## src/tpe_pkg.sv

```systemverilog
// ----------------------------------------------------------------------------
// tpe_pkg
// Shared constants, opcodes and command types of the taint propagation engine.
// ----------------------------------------------------------------------------
package tpe_pkg;

    localparam int ADDR_BITS_DEF = 12;
    localparam int NUM_REGS_DEF  = 16;
    localparam int MAX_SIZE_DEF  = 16;

    localparam int OPC_W       = 4;
    localparam int REG_W       = 4;
    localparam int SIZE_IN_W   = 5;
    localparam int OFFS_W      = 4;
    localparam int QUEUE_DEPTH = 2;

    localparam logic [OPC_W-1:0] OP_NOP      = 4'd0;
    localparam logic [OPC_W-1:0] OP_REG_COPY = 4'd1;
    localparam logic [OPC_W-1:0] OP_REG_MEM  = 4'd2;
    localparam logic [OPC_W-1:0] OP_REG_CLR  = 4'd3;
    localparam logic [OPC_W-1:0] OP_MEM_REG  = 4'd4;
    localparam logic [OPC_W-1:0] OP_MEM_CLR  = 4'd5;
    localparam logic [OPC_W-1:0] OP_REG_OR   = 4'd6;
    localparam logic [OPC_W-1:0] OP_REG_SET  = 4'd7;
    localparam logic [OPC_W-1:0] OP_MEM_SET  = 4'd8;

    typedef enum logic [2:0] {
        K_NOP,
        K_REG_CONST,
        K_REG_COPY,
        K_REG_OR,
        K_REG_MEM,
        K_MEM_REG,
        K_MEM_CONST
    } t_kind;

    typedef struct packed {
        t_kind            kind;
        logic             bad;
        logic             const_val;
        logic [REG_W-1:0] dest_reg;
        logic [REG_W-1:0] src_a;
        logic [REG_W-1:0] src_b;
    } t_cmd;

endpackage

```

## src/tpe_front.sv

```systemverilog
// ----------------------------------------------------------------------------
// tpe_front
// Input beat acceptance and opcode classification into queue commands.
// ----------------------------------------------------------------------------
module tpe_front #(
    parameter int ADDR_BITS = tpe_pkg::ADDR_BITS_DEF,
    parameter int MAX_SIZE  = tpe_pkg::MAX_SIZE_DEF
) (
    input  logic                                i_valid,
    output logic                                o_ready,
    input  logic [tpe_pkg::OPC_W-1:0]           i_opcode,
    input  logic [tpe_pkg::REG_W-1:0]           i_dest_reg,
    input  logic [tpe_pkg::REG_W-1:0]           i_src_reg,
    input  logic [tpe_pkg::REG_W-1:0]           i_src_reg_b,
    input  logic [ADDR_BITS-1:0]                i_mem_addr,
    input  logic [tpe_pkg::SIZE_IN_W-1:0]       i_mem_size,
    input  logic signed [tpe_pkg::OFFS_W-1:0]   i_addr_offset,
    input  logic                                i_q_full,
    input  logic                                i_clr_done,
    output logic                                o_push,
    output tpe_pkg::t_cmd                       o_cmd,
    output logic [ADDR_BITS-1:0]                o_addr,
    output logic [$clog2(MAX_SIZE+1)-1:0]       o_size
);
    import tpe_pkg::*;

    localparam int SIZE_W = $clog2(MAX_SIZE + 1);
    localparam int CMP_W  = (SIZE_W > SIZE_IN_W) ? SIZE_W : SIZE_IN_W;

    logic [CMP_W-1:0] size_ext;

    assign o_ready  = !i_q_full && i_clr_done;
    assign o_push   = i_valid && o_ready;
    assign size_ext = CMP_W'(i_mem_size);
    assign o_size   = (size_ext > CMP_W'(MAX_SIZE)) ? SIZE_W'(MAX_SIZE) : SIZE_W'(size_ext);

    always_comb begin
        o_cmd.kind      = K_NOP;
        o_cmd.bad       = 1'b0;
        o_cmd.const_val = 1'b0;
        o_cmd.dest_reg  = i_dest_reg;
        o_cmd.src_a     = i_src_reg;
        o_cmd.src_b     = i_src_reg_b;
        o_addr          = i_mem_addr;
        unique case (i_opcode)
            OP_NOP: begin
                o_cmd.kind = K_NOP;
            end
            OP_REG_COPY: begin
                o_cmd.kind = K_REG_COPY;
            end
            OP_REG_MEM: begin
                o_cmd.kind = K_REG_MEM;
            end
            OP_REG_CLR: begin
                o_cmd.kind = K_REG_CONST;
            end
            OP_MEM_REG: begin
                o_cmd.kind  = K_MEM_REG;
                o_cmd.src_a = i_dest_reg;
                o_addr      = i_mem_addr + ADDR_BITS'(i_addr_offset);
            end
            OP_MEM_CLR: begin
                o_cmd.kind = K_MEM_CONST;
            end
            OP_REG_OR: begin
                o_cmd.kind = K_REG_OR;
            end
            OP_REG_SET: begin
                o_cmd.kind      = K_REG_CONST;
                o_cmd.const_val = 1'b1;
            end
            OP_MEM_SET: begin
                o_cmd.kind      = K_MEM_CONST;
                o_cmd.const_val = 1'b1;
            end
            default: begin
                o_cmd.bad = 1'b1;
            end
        endcase
    end

endmodule

```

## config.mk

```make
export PLATFORM = sky130hd
export DESIGN_NAME = tpe_front
export DESIGN_NICKNAME = d
export VERILOG_FILES = /design/src/tpe_pkg.sv /design/src/tpe_front.sv
export SDC_FILE = /design/constraint.sdc
export NUM_CORES = 1
export LEC_CHECK = 0
export BUFFER_PORTS_ARGS = -buffer_cell sky130_fd_sc_hd__buf_4
export CORE_MARGIN = 1
export CORE_UTILIZATION = 37
export DETAILED_ROUTE_END_ITERATION = 10
export MAX_ROUTING_LAYER = met4
export PLACE_DENSITY_LB_ADDON = 0.1
export SYNTH_ARGS = -nofsm -noshare
export SYNTH_HDL_FRONTEND = slang
export SYNTH_SLANG_ARGS = --single-unit
```

## constraint.sdc

```tcl
create_clock -name vclk -period 2.7
set_clock_uncertainty 0.1 [all_clocks]
set_input_delay 0.675 -clock vclk [all_inputs]
set_output_delay 0.675 -clock vclk [all_outputs]
set_load 0.03 [all_outputs]
```

==> metrics.md, run 1 <==
| Metric | Value |
|---|---|
| Post-Place Cells | `between 200 and 300` |
| Post-synthesis average cell area | `between 6 and 7 µm²` |
| Post-Syn Area | `approximately 920 µm²` |
| Status | `aborted with a tool error` |
| Yosys warns | `0` |
| Initial core utilization | `40.6%` |
| Placer Congestion | `0.847` |
| Net Count, Synth | `~200` |
| Last stage | `global routing (5_1_grt)` |
| Worst endpoint after global-route timing repair | `o_addr[10]` |
| Placement row count | `17` |
| Run Error | `[ERROR DPL-0038] Utilization greater than 100%, impossible to legalize` |
| Post-detail-place hpwl | `2630 µm` |
| Post-Synthesis Cells | `149` |
| Num ports | `76` |
| IO Port Bufs | `slightly below 70` |
| Seq/Total Area, Yosys | `0%` |
| DIE HEIGHT | `just over 50 µm` |
| Horiz. Die Dim | `52.0 µm` |
| Synth cell types | `39` |
| Largest net degree at the start of global routing | `9` |
| Worst EP kind | `top-level output` |
[synthesized netlist by cell type (3+ instances only)]
cell | instances | area [µm²]
nor2_1 | 6 | 22.5
nor3_1 | 5 | 25.0
buf_4 | 8 | 60.1
o21ai_0 | 10 | 50.1
nor2b_1 | 7 | 43.8
a211oi_1 | 3 | 22.5
ha_1 | 11 | 138
inv_1 | 6 | 22.5
nand2_1 | 32 | 120
clkbuf_1 | 5 | 18.8
nand2b_1 | 3 | 18.8
nand3_1 | 5 | 25.0
o31ai_1 | 3 | 22.5
o21a_1 | 3 | 22.5
a21oi_1 | 12 | 60.1
[what timing repair did]
item / in CTS
hold buffers: 0
cloned: 1
gates resized for setup: 61
buffers inserted: 4
pin swaps: 24
setup endpoints to repair: 16
[logic make-up after synthesis]
| family | Yosys count | share of synthesized area (%) |
|---|---|---|
| buffers and inverters | 21 | 12.7 |
| XOR/XNOR | 4 | 3.79 |
| multiplexers | 2 | 2.30 |
| AND/OR/NAND/NOR | 67 | 34.8 |
| adder cells (fa/ha/maj) | 12 | 17.0 |
| AO/OA/AOI/OAI | 43 | 29.4 |
[stage by stage]
step                setup slack, ns  instance area, µm²  utilization (%)
floorplan                    -0.216                1110                -
global placement             -0.382                1760             77.4
detailed placement           -0.403                1760             77.4
CTS                          -0.362                2110             92.5
==> run 2, diff against run 1 <==
--- a/config.mk
+++ b/config.mk
@@ -6,11 +6,10 @@
 export NUM_CORES = 1
 export LEC_CHECK = 0
 export BUFFER_PORTS_ARGS = -buffer_cell sky130_fd_sc_hd__buf_4
-export CORE_MARGIN = 1
-export CORE_UTILIZATION = 37
+export CORE_AREA = 2 2 63 65
 export DETAILED_ROUTE_END_ITERATION = 10
-export MAX_ROUTING_LAYER = met4
-export PLACE_DENSITY_LB_ADDON = 0.1
+export DIE_AREA = 0 0 65 67
+export PLACE_DENSITY_LB_ADDON = 0.15
 export SYNTH_ARGS = -nofsm -noshare
 export SYNTH_HDL_FRONTEND = slang
 export SYNTH_SLANG_ARGS = --single-unit
==> constraint.sdc (replaced) <==
create_clock -name vclk -period 3.51
set_clock_uncertainty 0.1 [all_clocks]
set_input_delay 0.8775 -clock vclk [all_inputs]
set_output_delay 0.8775 -clock vclk [all_outputs]
set_load 0.03 [all_outputs]
==> run 2 against run 1 <==
  * Synthesized area did not move
  * Synthesized cell count is the same
  * The run now ends clean
==> metrics.md, run 2 <==
| Metric | Value |
|---|---|
| Core area | `between 0.003 and 0.004 mm²` |
| DIE AREA | `0.00436 mm²` |
| Seq/Total Area, Yosys | `0%` |
| CP max stage delay | `approximately 0.33 ns` |
| Synth cell types | `39` |
| Tcrit/Tclk final | `99.3%` |
| IO Port Bufs | `68` |
| FFs & Latches | `0` |
| Initial DRC Count | `13` |
| Most common cell after layout, fill and taps aside | `buf_4` |
| WL per Instance | `11.1 µm` |
| Post-Synthesis Cells | `149` |
| Share of layout cells above drive strength 1 | `46.5%` |
| DR pass1 iterations | `3` |
| Final count of hold timing violations | `0` |
| Critical path arrival | `2.51 ns` |
| Sequential cell area | `0 µm²` |
| RSZ-0062 raised after global routing | `yes` |
| Synth Area in Compound Gates | `29.4%` |
| Placement row count | `22` |
| NetSw | `0.000150 W` |
| Crit Path Class | `input pin to primary output` |
| Slew @ Worst Pin | `0.340 ns` |
| Slew Limit Headroom | `slightly below 80%` |
| Final wirelength | `a little under 3000 µm` |
| Min Tclk post-route | `about 3.5 ns` |
| Vias in the first global route | `1071` |
| Final setup viols | `0` |
| Post-synthesis average cell area | `6.21 µm²` |
| Non-Filler Instances | `265` |
| Area share of the largest cell type after synthesis | `14.9%` |
| DIE HEIGHT | `67 µm` |
| Num ports | `76` |
| Cell Pwr Density | `about 170 mW/mm²` |
| Leak Pwr | `0.796 nW` |
| Critical Path RT | `between 2 and 3 ns` |
| VDD IR max | `73.4 µV` |
| Via count of the routed design | `between 1000 and 1500` |
| DRC | `0` |
| Slew Limit Fails | `0` |
| Seq pwr share | `0%` |
| Critical Path Start Type | `input pin` |
| Clock power frac | `0%` |
| Fillers | `378` |
| Post-layout net count | `271` |
| Area Growth Syn to Fin | `76.5%` |
| Pint | `0.000128 W` |
| MaxCap Viol Count | `0` |
| Synth Area in Simple Gates | `34.8%` |
| Critical Path End Type | `primary output` |
| N_diodes | `0` |
| Yosys warns | `0` |
| Hold Path Class | `input pin to primary output` |
| Placer Congestion | `0.842` |
| Most frequent cells in the layout | `81 x buf_4, 32 x nand2_1, 10 x a21oi_1` |
| Leading area contributor after synthesis | `ha_1` |
| Clock buf count | `0` |
| GRT Resource Usage Total | `12.2%` |
| Net Count, Synth | `201` |
| Count leader, synth | `nand2_1` |
| Logic pwr share | `100.0%` |
| Final ANT Viol Nets | `0` |
| Initial antenna violation count | `0` |
| Critical path's slowest cell | `o31ai_4` |
| Post-Place Cells | `around 270` |
| First-pass GRT wire length | `4500 µm` |
| Largest family of logic cells by synthesized area | `simple AND/OR/NAND/NOR gates` |
| Post-detail-place hpwl | `2430 µm` |
| Horiz. Die Dim | `65 µm` |
| Synth cell count leaders | `32 x nand2_1, 12 x a21oi_1, 11 x ha_1` |
| Post-Syn Area | `a little over 900 µm²` |
| Adder-Cell Fraction of Synth Area | `17.1%` |
| Max Freq | `287 MHz` |
| Grt ovf | `0` |
| Status | `completed` |
| Largest net degree at the start of global routing | `19` |
| Fin worst setup slack | `0.0247 ns` |
| Switching share of power | `between 50% and 60%` |
| Largest cells by area after synthesis | `ha_1 15%, nand2_1 13%, a21oi_1 6.5%` |
| Worst-path fanout max | `4` |
| # Post-CTS Setup Buffers | `0` |
| Setup WS pre-CTS | `-0.185 ns` |
| Drt via density | `4.76` |
| XOR/XNOR Fraction of Synth Area | `3.79%` |
| Initial core utilization | `25.6%` |
| Critical Path, Cell by Cell | `buf_6, ha_4, inv_2, fa_2, nor2b_4, o31ai_4, a211oi_4, o21a_1, o31ai_2, buf_4` |
| Post-synthesis mux area share | `under 10%` |
[run 2: power groups by stage]
stage / Clock [W] / Combinational, W / Sequential (W)
6_report: 0 / 0.000278 / 0
5_1_grt: 0 / 0.000302 / 0
4_1_cts: 0 / 0.000267 / 0
3_5_place_dp: 0 / 0.000257 / 0
3_3_place_gp: 0 / 0.000254 / 0
2_1_floorplan: 0 / 0.000158 / 0
[run 2: critical path: cells and delay by family]
family | cells | cell delay, ns
compound gates | 4 | 0.84
buf+inv | 3 | 0.34
fa+ha+maj | 2 | 0.38
simple gates | 1 | 0.05
[run 2: worst paths after layout]
check                 startpoint    endpoint  slack, ns  depth (start not counted)
setup / recovery   i_mem_addr[0]  o_addr[10]       0.02                         10
hold / removal    i_src_reg_b[3]    o_cmd[3]       1.66                          0
[run 2: cells by family after synthesis]
logic type	Yosys count
simple gates	67
xor+xnor	4
buf+inv	21
mux	2
fa+ha+maj	12
compound gates	43
[run 2: layout make-up]
| class | count | area, µm² | share of cell area [%] |
|---|---|---|---|
| inverters | 6 | 22.5 | 1.38 |
| repair buffers | 83 | 631 | 38.7 |
| well taps | 48 | 60.1 | 3.68 |
| multi-input cells | 128 | 918 | 56.3 |
[run 2: metal layers]
metal	wire, µm	vias up	global-route usage, %	part of all wire [%]
met5	0	-	0	0
met4	4	0	0.266	0.14
met3	177	2	0.338	6.0
met2	1600	38	25.0	54
met1	1160	557	14.6	40
li1	-	664	-	-
[run 2: what timing repair did]
item | 4_1_cts | 5_1_grt
endpoints found under the setup margin | 5 | 6
gates resized for setup | 11 | 12
pin swaps | 3 | 7
hold buffers | 0 | 0
[run 2: stage by stage]
| step | setup TNS (ns) | instance area [µm²] | util, % | hold WS, ns | total power [W] |
|---|---|---|---|---|---|
| global route | -0.136 | 1630 | 45.2 | 1.66 | 0.000302 |
| CTS | -0.0476 | 1570 | 43.6 | 1.66 | 0.000267 |
| finish | 0 | 1630 | 45.2 | 1.66 | 0.000278 |
| floorplan | -0.0815 | 935 | - | 1.76 | 0.000158 |
| detailed placement | -0.347 | 1530 | 42.4 | 1.66 | 0.000257 |
| global placement | -0.313 | 1530 | 42.4 | 1.66 | 0.000254 |
(Power assumes the default switching activity.)
