## src/tpe_pkg.sv

```systemverilog
// ----------------------------------------------------------------------------
// tpe_pkg
// Shared constants, opcodes and command types of the taint propagation engine.
// ----------------------------------------------------------------------------
package tpe_pkg;

    localparam int ADDR_BITS_DEF = 12;
    localparam int NUM_REGS_DEF  = 16;
    localparam int MAX_SIZE_DEF  = 16;

    localparam int OPC_W       = 4;
    localparam int REG_W       = 4;
    localparam int SIZE_IN_W   = 5;
    localparam int OFFS_W      = 4;
    localparam int QUEUE_DEPTH = 2;

    localparam logic [OPC_W-1:0] OP_NOP      = 4'd0;
    localparam logic [OPC_W-1:0] OP_REG_COPY = 4'd1;
    localparam logic [OPC_W-1:0] OP_REG_MEM  = 4'd2;
    localparam logic [OPC_W-1:0] OP_REG_CLR  = 4'd3;
    localparam logic [OPC_W-1:0] OP_MEM_REG  = 4'd4;
    localparam logic [OPC_W-1:0] OP_MEM_CLR  = 4'd5;
    localparam logic [OPC_W-1:0] OP_REG_OR   = 4'd6;
    localparam logic [OPC_W-1:0] OP_REG_SET  = 4'd7;
    localparam logic [OPC_W-1:0] OP_MEM_SET  = 4'd8;

    typedef enum logic [2:0] {
        K_NOP,
        K_REG_CONST,
        K_REG_COPY,
        K_REG_OR,
        K_REG_MEM,
        K_MEM_REG,
        K_MEM_CONST
    } t_kind;

    typedef struct packed {
        t_kind            kind;
        logic             bad;
        logic             const_val;
        logic [REG_W-1:0] dest_reg;
        logic [REG_W-1:0] src_a;
        logic [REG_W-1:0] src_b;
    } t_cmd;

endpackage

```

## src/tpe_queue.sv

```systemverilog
// ----------------------------------------------------------------------------
// tpe_queue
// Short command queue between the classifying front and the executing back.
// ----------------------------------------------------------------------------
module tpe_queue #(
    parameter int ADDR_BITS = tpe_pkg::ADDR_BITS_DEF,
    parameter int MAX_SIZE  = tpe_pkg::MAX_SIZE_DEF
) (
    input  logic                          i_clk,
    input  logic                          i_rst_n,
    input  logic                          i_push,
    input  tpe_pkg::t_cmd                 i_cmd,
    input  logic [ADDR_BITS-1:0]          i_addr,
    input  logic [$clog2(MAX_SIZE+1)-1:0] i_size,
    output logic                          o_full,
    output logic                          o_valid,
    input  logic                          i_pop,
    output tpe_pkg::t_cmd                 o_cmd,
    output logic [ADDR_BITS-1:0]          o_addr,
    output logic [$clog2(MAX_SIZE+1)-1:0] o_size
);
    import tpe_pkg::*;

    localparam int SIZE_W = $clog2(MAX_SIZE + 1);
    localparam int DEPTH  = QUEUE_DEPTH;
    localparam int PTR_W  = $clog2(DEPTH);
    localparam int CNT_W  = $clog2(DEPTH + 1);

    t_cmd               r_cmd  [DEPTH];
    logic [ADDR_BITS-1:0] r_addr [DEPTH];
    logic [SIZE_W-1:0]  r_size [DEPTH];
    logic [PTR_W-1:0]   r_wr;
    logic [PTR_W-1:0]   r_rd;
    logic [CNT_W-1:0]   r_cnt;

    assign o_full  = (r_cnt == CNT_W'(DEPTH));
    assign o_valid = (r_cnt != '0);
    assign o_cmd   = r_cmd[r_rd];
    assign o_addr  = r_addr[r_rd];
    assign o_size  = r_size[r_rd];

    always_ff @(posedge i_clk) begin
        if (i_push) begin
            r_cmd[r_wr]  <= i_cmd;
            r_addr[r_wr] <= i_addr;
            r_size[r_wr] <= i_size;
        end
    end

    always_ff @(posedge i_clk) begin
        if (!i_rst_n) begin
            r_wr  <= '0;
            r_rd  <= '0;
            r_cnt <= '0;
        end else begin
            if (i_push) begin
                r_wr <= r_wr + PTR_W'(1);
            end
            if (i_pop) begin
                r_rd <= r_rd + PTR_W'(1);
            end
            case ({i_push, i_pop})
                2'b10:   r_cnt <= r_cnt + CNT_W'(1);
                2'b01:   r_cnt <= r_cnt - CNT_W'(1);
                default: r_cnt <= r_cnt;
            endcase
        end
    end

endmodule

```

## config.mk

```make
export PLATFORM = sky130hd
export DESIGN_NAME = tpe_queue
export DESIGN_NICKNAME = d
export VERILOG_FILES = /design/src/tpe_pkg.sv /design/src/tpe_queue.sv
export SDC_FILE = /design/constraint.sdc
export NUM_CORES = 1
export LEC_CHECK = 0
export BUFFER_PORTS_ARGS = -buffer_cell sky130_fd_sc_hd__buf_2
export CAP_MARGIN = 30
export CORE_MARGIN = 2
export CORE_UTILIZATION = 30
export CTS_BUF_LIST = sky130_fd_sc_hd__clkbuf_4 sky130_fd_sc_hd__clkbuf_8 sky130_fd_sc_hd__clkbuf_16
export CTS_CLUSTER_DIAMETER = 120
export DETAILED_ROUTE_END_ITERATION = 10
export PLACE_DENSITY = 0.57
export SLEW_MARGIN = 20
export SYNTH_ARGS = -nofsm -noshare
export SYNTH_HDL_FRONTEND = slang
export SYNTH_SLANG_ARGS = --single-unit
```

## constraint.sdc

```tcl
create_clock -name i_clk -period 2.97 [get_ports i_clk]
set_clock_uncertainty 0.15 [all_clocks]
set_input_delay 0.4455 -clock i_clk [delete_from_list [all_inputs] [get_ports i_clk]]
set_output_delay 0.4455 -clock i_clk [all_outputs]
set_load 0.01 [all_outputs]
```

==> results of run 1 <==
==> through the flow <==
stage	utilization (%)	instances	hold WS, ps	instance area [µm²]
after floorplan	-	128	311	2660
after global placement	36.8	310	334	3190
after detailed placement	36.8	310	350	3190
after CTS	39.3	326	117	3410
after global routing	39.3	326	118	3410
final	39.3	326	139	3410
==> layout by cell type, fill, tap and decap left out, types with 2 or more instances in the layout <==
cell and instances:
mux2_2 34, buf_2 73, clkbuf_8 9, xnor2_1 2
edfxtp_1 68, dfxtp_1 5, and2_1 4, buf_4 5
bufinv_16 2
==> power by group through the flow <==
stage | combinational [W] | clock [W] | sequential [W]
2_1_floorplan | 0.000140 | 0 | 0.00122
3_3_place_gp | 0.000242 | 0 | 0.00122
3_5_place_dp | 0.000244 | 0 | 0.00122
4_1_cts | 0.000245 | 0.000864 | 0.00120
5_1_grt | 0.000262 | 0.000897 | 0.00121
6_report | 0.000238 | 0.000832 | 0.00120
==> cell type report <==
class | instances | area, µm² | area share, %
Sequential cell | 73 | 2140 | 62.9
Multi-Input combinational cell | 50 | 505 | 14.8
Timing Repair Buffer | 78 | 403 | 11.8
Tap cell | 108 | 135 | 3.97
Clock buffer | 9 | 124 | 3.64
Clock inverter | 7 | 93.8 | 2.75
Inverter | 1 | 3.75 | 0.110
==> cells by family after synthesis <==
logic type | count (synthesis) | synth area share (%)
and+or+nand+nor | 9 | 2.11
adders and majority gates | 1 | 0.470
AOI/OAI and AO/OA | 3 | 0.752
xor gates and xnor gates | 3 | 0.987
buffers and inverters | 5 | 0.892
muxes | 34 | 14.4
DFF | 73 | 80.4
==> sequential cells by signal, summed over array words and instances (netlist names), named ones only <==
register	count
r_cmd	34
r_addr	24
r_size	10
r_cnt	2
r_rd	1
r_wr	1
==> how the worst max path moves through the flow <==
| stage | startpoint | to | cells after the start |
|---|---|---|---|
| after floorplan | i_push | r_addr[0][0] | 2 |
| after global placement | flop | o_cmd[9] | 3 |
| after detailed placement | flop | o_cmd[14] | 3 |
| after CTS | flop | o_addr[11] | 3 |
| after global routing | flop | o_cmd[16] | 3 |
| final | flop | o_addr[11] | 3 |
==> per-layer routing <==
| metal | routed length, µm | up-vias | track usage, % |
|---|---|---|---|
| li1 | - | 664 | - |
| met1 | 1960 | 671 | 12.3 |
| met2 | 2180 | 47 | 15.4 |
| met3 | 297 | 11 | 3.36 |
| met4 | 123 | 0 | 6.01 |
| met5 | 0 | - | 0 |
==> results.tsv, run 1 <==
metric	value	unit
status	complete, no violations	
post-CTS setup buffer count	0	
synth top area cells	edfxtp_1 (77%), mux2_2 (14%), dfxtp_1 (3.8%), and2_1 (0.94%), buf_2 (0.75%)	
Post-route DRC	0	
CP Class	flop to primary output	
CP max FO	22	
CP bufs+invs	2	
Ys Warns	0	
Avg WL per Cell	14.0	µm
Slew headroom	67.5	%
Die Footprint	9650	µm²
global-route wire length before repair	7.18	mm
Die Wd	98.2	µm
Power Total	0.00227	W
internal power	0.00178	W
Total Routed Length	4.55	mm
Initial Util	30.7	%
Critical Path Source Type	flop	
Final min period	2160	ps
antenna cells	0	
Setup TNS Final	0	ps
per-instance average area after synthesis	20.8	µm²
DP HPWL	3.00	mm
combinational fraction of design power	10.5	%
CTS max path bufs	2	
PD cells	666	nW/µm²
Sw Share	21.7	%
post-route setup slack	806	ps
Syn Std Cell Area	2660	µm²
Reg power frac	52.8	%
Peak VDD IR	0.000241	V
worst skew pair latency	330	ps
Setup WS pre-CTS	1140	ps
port bufs	73	
Cell Rows	34	
initial antenna violation count	0	
vias in the first global route	1468	
Max-Cap Viols	0	
Hold EP	r_addr[1][5]	
Clock Sinks	73	
WP data arrival	1570	ps
grt total ovfl	0	
GPL Wtd Cong	0.675	
Worst-Margin Slew	488	ps
final setup fails	0	
top cells by count, synth	edfxtp_1 (68), mux2_2 (34), dfxtp_1 (5)	
final worst-path cycle share	72.8	%
hold depth	1	
most numerous cell in the Yosys netlist	edfxtp_1	
CTS tree	yes	
delay-heaviest family, CP	buffers and inverters	
Worst path slowest cell	dfxtp_1	
R2R cell count	2	
Worst-path clk slew	80	ps
post-route ant nets	0	
largest net degree at the start of global routing	35	
top cell type's share of synthesized area	76.7	%
DIE HEIGHT	98.2	µm
fmax	0.462	GHz
worst r2r src	r_wr	
min-delay src	i_addr[5]	
GRT Overall Usage	10.0	%
Area Growth Syn to Fin	27.9	%
P_sw	0.000494	W
final hold violation count	0	
post-CTS resize count	0	
Syn Nets	167	
htree depth	3	
Slew Viols, Final	0	
P_leak	1.28	nW
drt pass-1 iters	3	
Post-synth EDFFs	68	
Hold WC Path Type	input pin to flop	
Final #Nets	252	
hold_buf cts	0	
Distinct cells, synth	17	
DRT iter0 DRCs	37	
share of cells above drive strength 1	59.6	%
I/O pin cnt	74	
RSZ-0062 raised after global routing	no	
Synth Flop Type	edfxtp_1	
synthesized flop and latch total	73	
cell count after synthesis	128	
clock share of power	36.7	%
CTS Buf Count	9	
WP data required	2370	ps
Root Driver	clkbuf_8	
critical path cell sequence	buf_4 > mux2_2 > buf_2	
leading area contributor after synthesis	edfxtp_1	
via count	1393	
register-to-register setup slack	1520	ps
vias per cell	4.27	
asr flop ratio synth	0	%
crit-path max cell delay	380	ps
FILL cells	830	
post-synthesis sequential area ratio	80.4	%
CP Capture Type	primary output	
core box area	8680	µm²
end of the worst register-to-register path	r_addr[1][11]	
Power figures use the tool's default switching activity.
==> run 2: changes to the inputs <==
--- a/config.mk
+++ b/config.mk
@@ -12,7 +12,7 @@
 export CTS_BUF_LIST = sky130_fd_sc_hd__clkbuf_4 sky130_fd_sc_hd__clkbuf_8 sky130_fd_sc_hd__clkbuf_16
 export CTS_CLUSTER_DIAMETER = 120
 export DETAILED_ROUTE_END_ITERATION = 10
-export PLACE_DENSITY = 0.57
+export PLACE_DENSITY = 0.59
 export SLEW_MARGIN = 20
 export SYNTH_ARGS = -nofsm -noshare
 export SYNTH_HDL_FRONTEND = slang
==> constraint.sdc (replaced) <==
create_clock -name i_clk -period 1.89 [get_ports i_clk]
set_clock_uncertainty 0.15 [all_clocks]
set_input_delay 0.2835 -clock i_clk [delete_from_list [all_inputs] [get_ports i_clk]]
set_output_delay 0.2835 -clock i_clk [all_outputs]
set_load 0.01 [all_outputs]
==> results.tsv, run 2 (synthesized netlist as in run 1, its figures left out) <==
metric	value	unit	change
Final #Nets	285		+13%
DRT iter0 DRCs	29		-22%
vias in the first global route	1685		+15%
DP HPWL	3.06	mm	+1.9%
Final min period	1830	ps	
Setup TNS Final	0	ps	unchanged
Die Footprint	9650	µm²	unchanged
WP data arrival	1390	ps	-180 ps
RSZ-0062 raised after global routing	no		
worst r2r src	r_wr		
I/O pin cnt	74		unchanged
Peak VDD IR	0.000396	V	+64%
worst skew pair latency	330	ps	about the same
via count	1521		+9.2%
final setup fails	0		unchanged
CP max FO	17		-23%
Worst-path clk slew	70	ps	about the same
DIE HEIGHT	98.2	µm	unchanged
final hold violation count	0		unchanged
Finished Cell Area	3830	µm²	+12%
grt total ovfl	0		unchanged
Non-Filler Instances	359		+10%
Max-Cap Viols	0		unchanged
antenna cells	0		unchanged
hold depth	2		+1
hold_ws	57.7	ps	-81.8 ps
drt pass-1 iters	4		+1
register-to-register setup slack	620	ps	-900 ps
Total Routed Length	5.44	mm	+19%
Initial Util	30.7	%	unchanged
GRT Overall Usage	11.4	%	+1.4 points
Die Wd	98.2	µm	unchanged
vias per cell	4.24		-0.85%
R2R cell count	2		unchanged
Slew Viols, Final	0		unchanged
CTS Buf Count	9		unchanged
initial antenna violation count	0		unchanged
CTS tree	yes		
share of cells above drive strength 1	52.2	%	-7.4 points
Worst-Margin Slew	214	ps	-274 ps
Root Driver	clkbuf_8		
PD cells	999	nW/µm²	+50%
FILL cells	768		-7.5%
GPL Wtd Cong	0.691		+2.3%
global-route wire length before repair	8.25	mm	+15%
CTS max path bufs	2		unchanged
final worst-path cycle share	96.6	%	
P_leak	1.45	nW	+13%
Area Growth Syn to Fin	43.7	%	
status	complete, no violations		
Largest register FFs	34		unchanged
biggest regs	r_cmd (34), r_addr (24), r_size (10)		
post-route ant nets	0		unchanged
largest net degree at the start of global routing	35		unchanged
core box area	8680	µm²	unchanged
WP data required	1460	ps	-910 ps
Hold WC Path Type	input pin to flop		
Slew headroom	85.7	%	+18 points
Clock Sinks	73		unchanged
post-layout util	44.1	%	+4.8 points
min-delay src	i_rst_n		
CP Class	flop to primary output		
Cell Rows	34		unchanged
Post-route DRC	0		unchanged
most common cell after layout, fill and taps aside	buf_2		
placed insts	308		-0.65%
Avg WL per Cell	15.1	µm	+8.4%
fmax	0.548	GHz	
Largest Register	r_cmd		
CP Capture Type	primary output		
port bufs	73		unchanged
Area after DPL	3210	µm²	+0.71%
Critical Path Source Type	flop		
commonest non-fill, non-tap cells in the layout	buf_2 (73), edfxtp_1 (68), mux2_2 (34), dlygate4sd3_1 (34), clkbuf_8 (9)		
htree depth	3		unchanged
==> run 2: changes by cell type in the layout (fill, tap and decap cells not counted) <==
cell,before,now
bufinv_16,2,3
dfxtp_1,5,4
clkbuf_16,0,1
clkinv_2,1,0
dfxtp_4,0,1
buf_12,0,3
clkinv_1,1,0
clkbuf_4,0,1
buf_4,5,0
dlygate4sd3_1,0,34
==> run 2: path summary, 6_finish.rpt <==
path                      end
setup reg to reg  r_cmd[1][9]
setup / recovery    o_addr[2]
hold / removal           r_rd
hold reg to reg      r_cnt[1]
==> run 2: cell type report <==
cell class,instances,area [µm²],area share [%]
clock buffer,10,131,3.43
clock inverter,6,115,3.01
inverter,1,3.75,0.0981
multi-input combinational,50,505,13.2
sequential,73,2150,56.1
tap,108,135,3.53
timing repair buffer,111,791,20.7
==> run 2: report_power, final <==
group          internal, W  total (W)  switching, W
registers          0.00186    0.00189     0.0000292
clock network     0.000898    0.00148      0.000580
logic             0.000252   0.000456      0.000205
total              0.00301    0.00382      0.000814
==> run 2: what timing repair did <==
action,4_1_cts,5_1_grt
resized for setup,1,1
hold endpoints to repair,68,0
hold buffers,34,0
cloned,0,1
buffers inserted,0,0
setup endpoints to repair,11,13
==> run 2: worst max-delay path, stage by stage, from the launching register on <==
cell and delay (ps):
dfxtp_4 380, clkbuf_16 190, mux2_2 330, buf_2 140
==> run 2: per-layer routing <==
| metal | routed length, µm | track usage, % |
|---|---|---|
| met4 | 63 | 5.69 |
| met3 | 281 | 3.08 |
| met2 | 2870 | 20.8 |
| met5 | 0 | 0 |
| met1 | 2220 | 12.0 |
==> run 2: through the flow <==
stage          power [W]  setup slack [ps]
2_1_floorplan    0.00214               102
3_3_place_gp     0.00231               373
5_1_grt          0.00397              10.5
3_5_place_dp     0.00232               362
4_1_cts          0.00387              16.4
6_report         0.00382              64.4
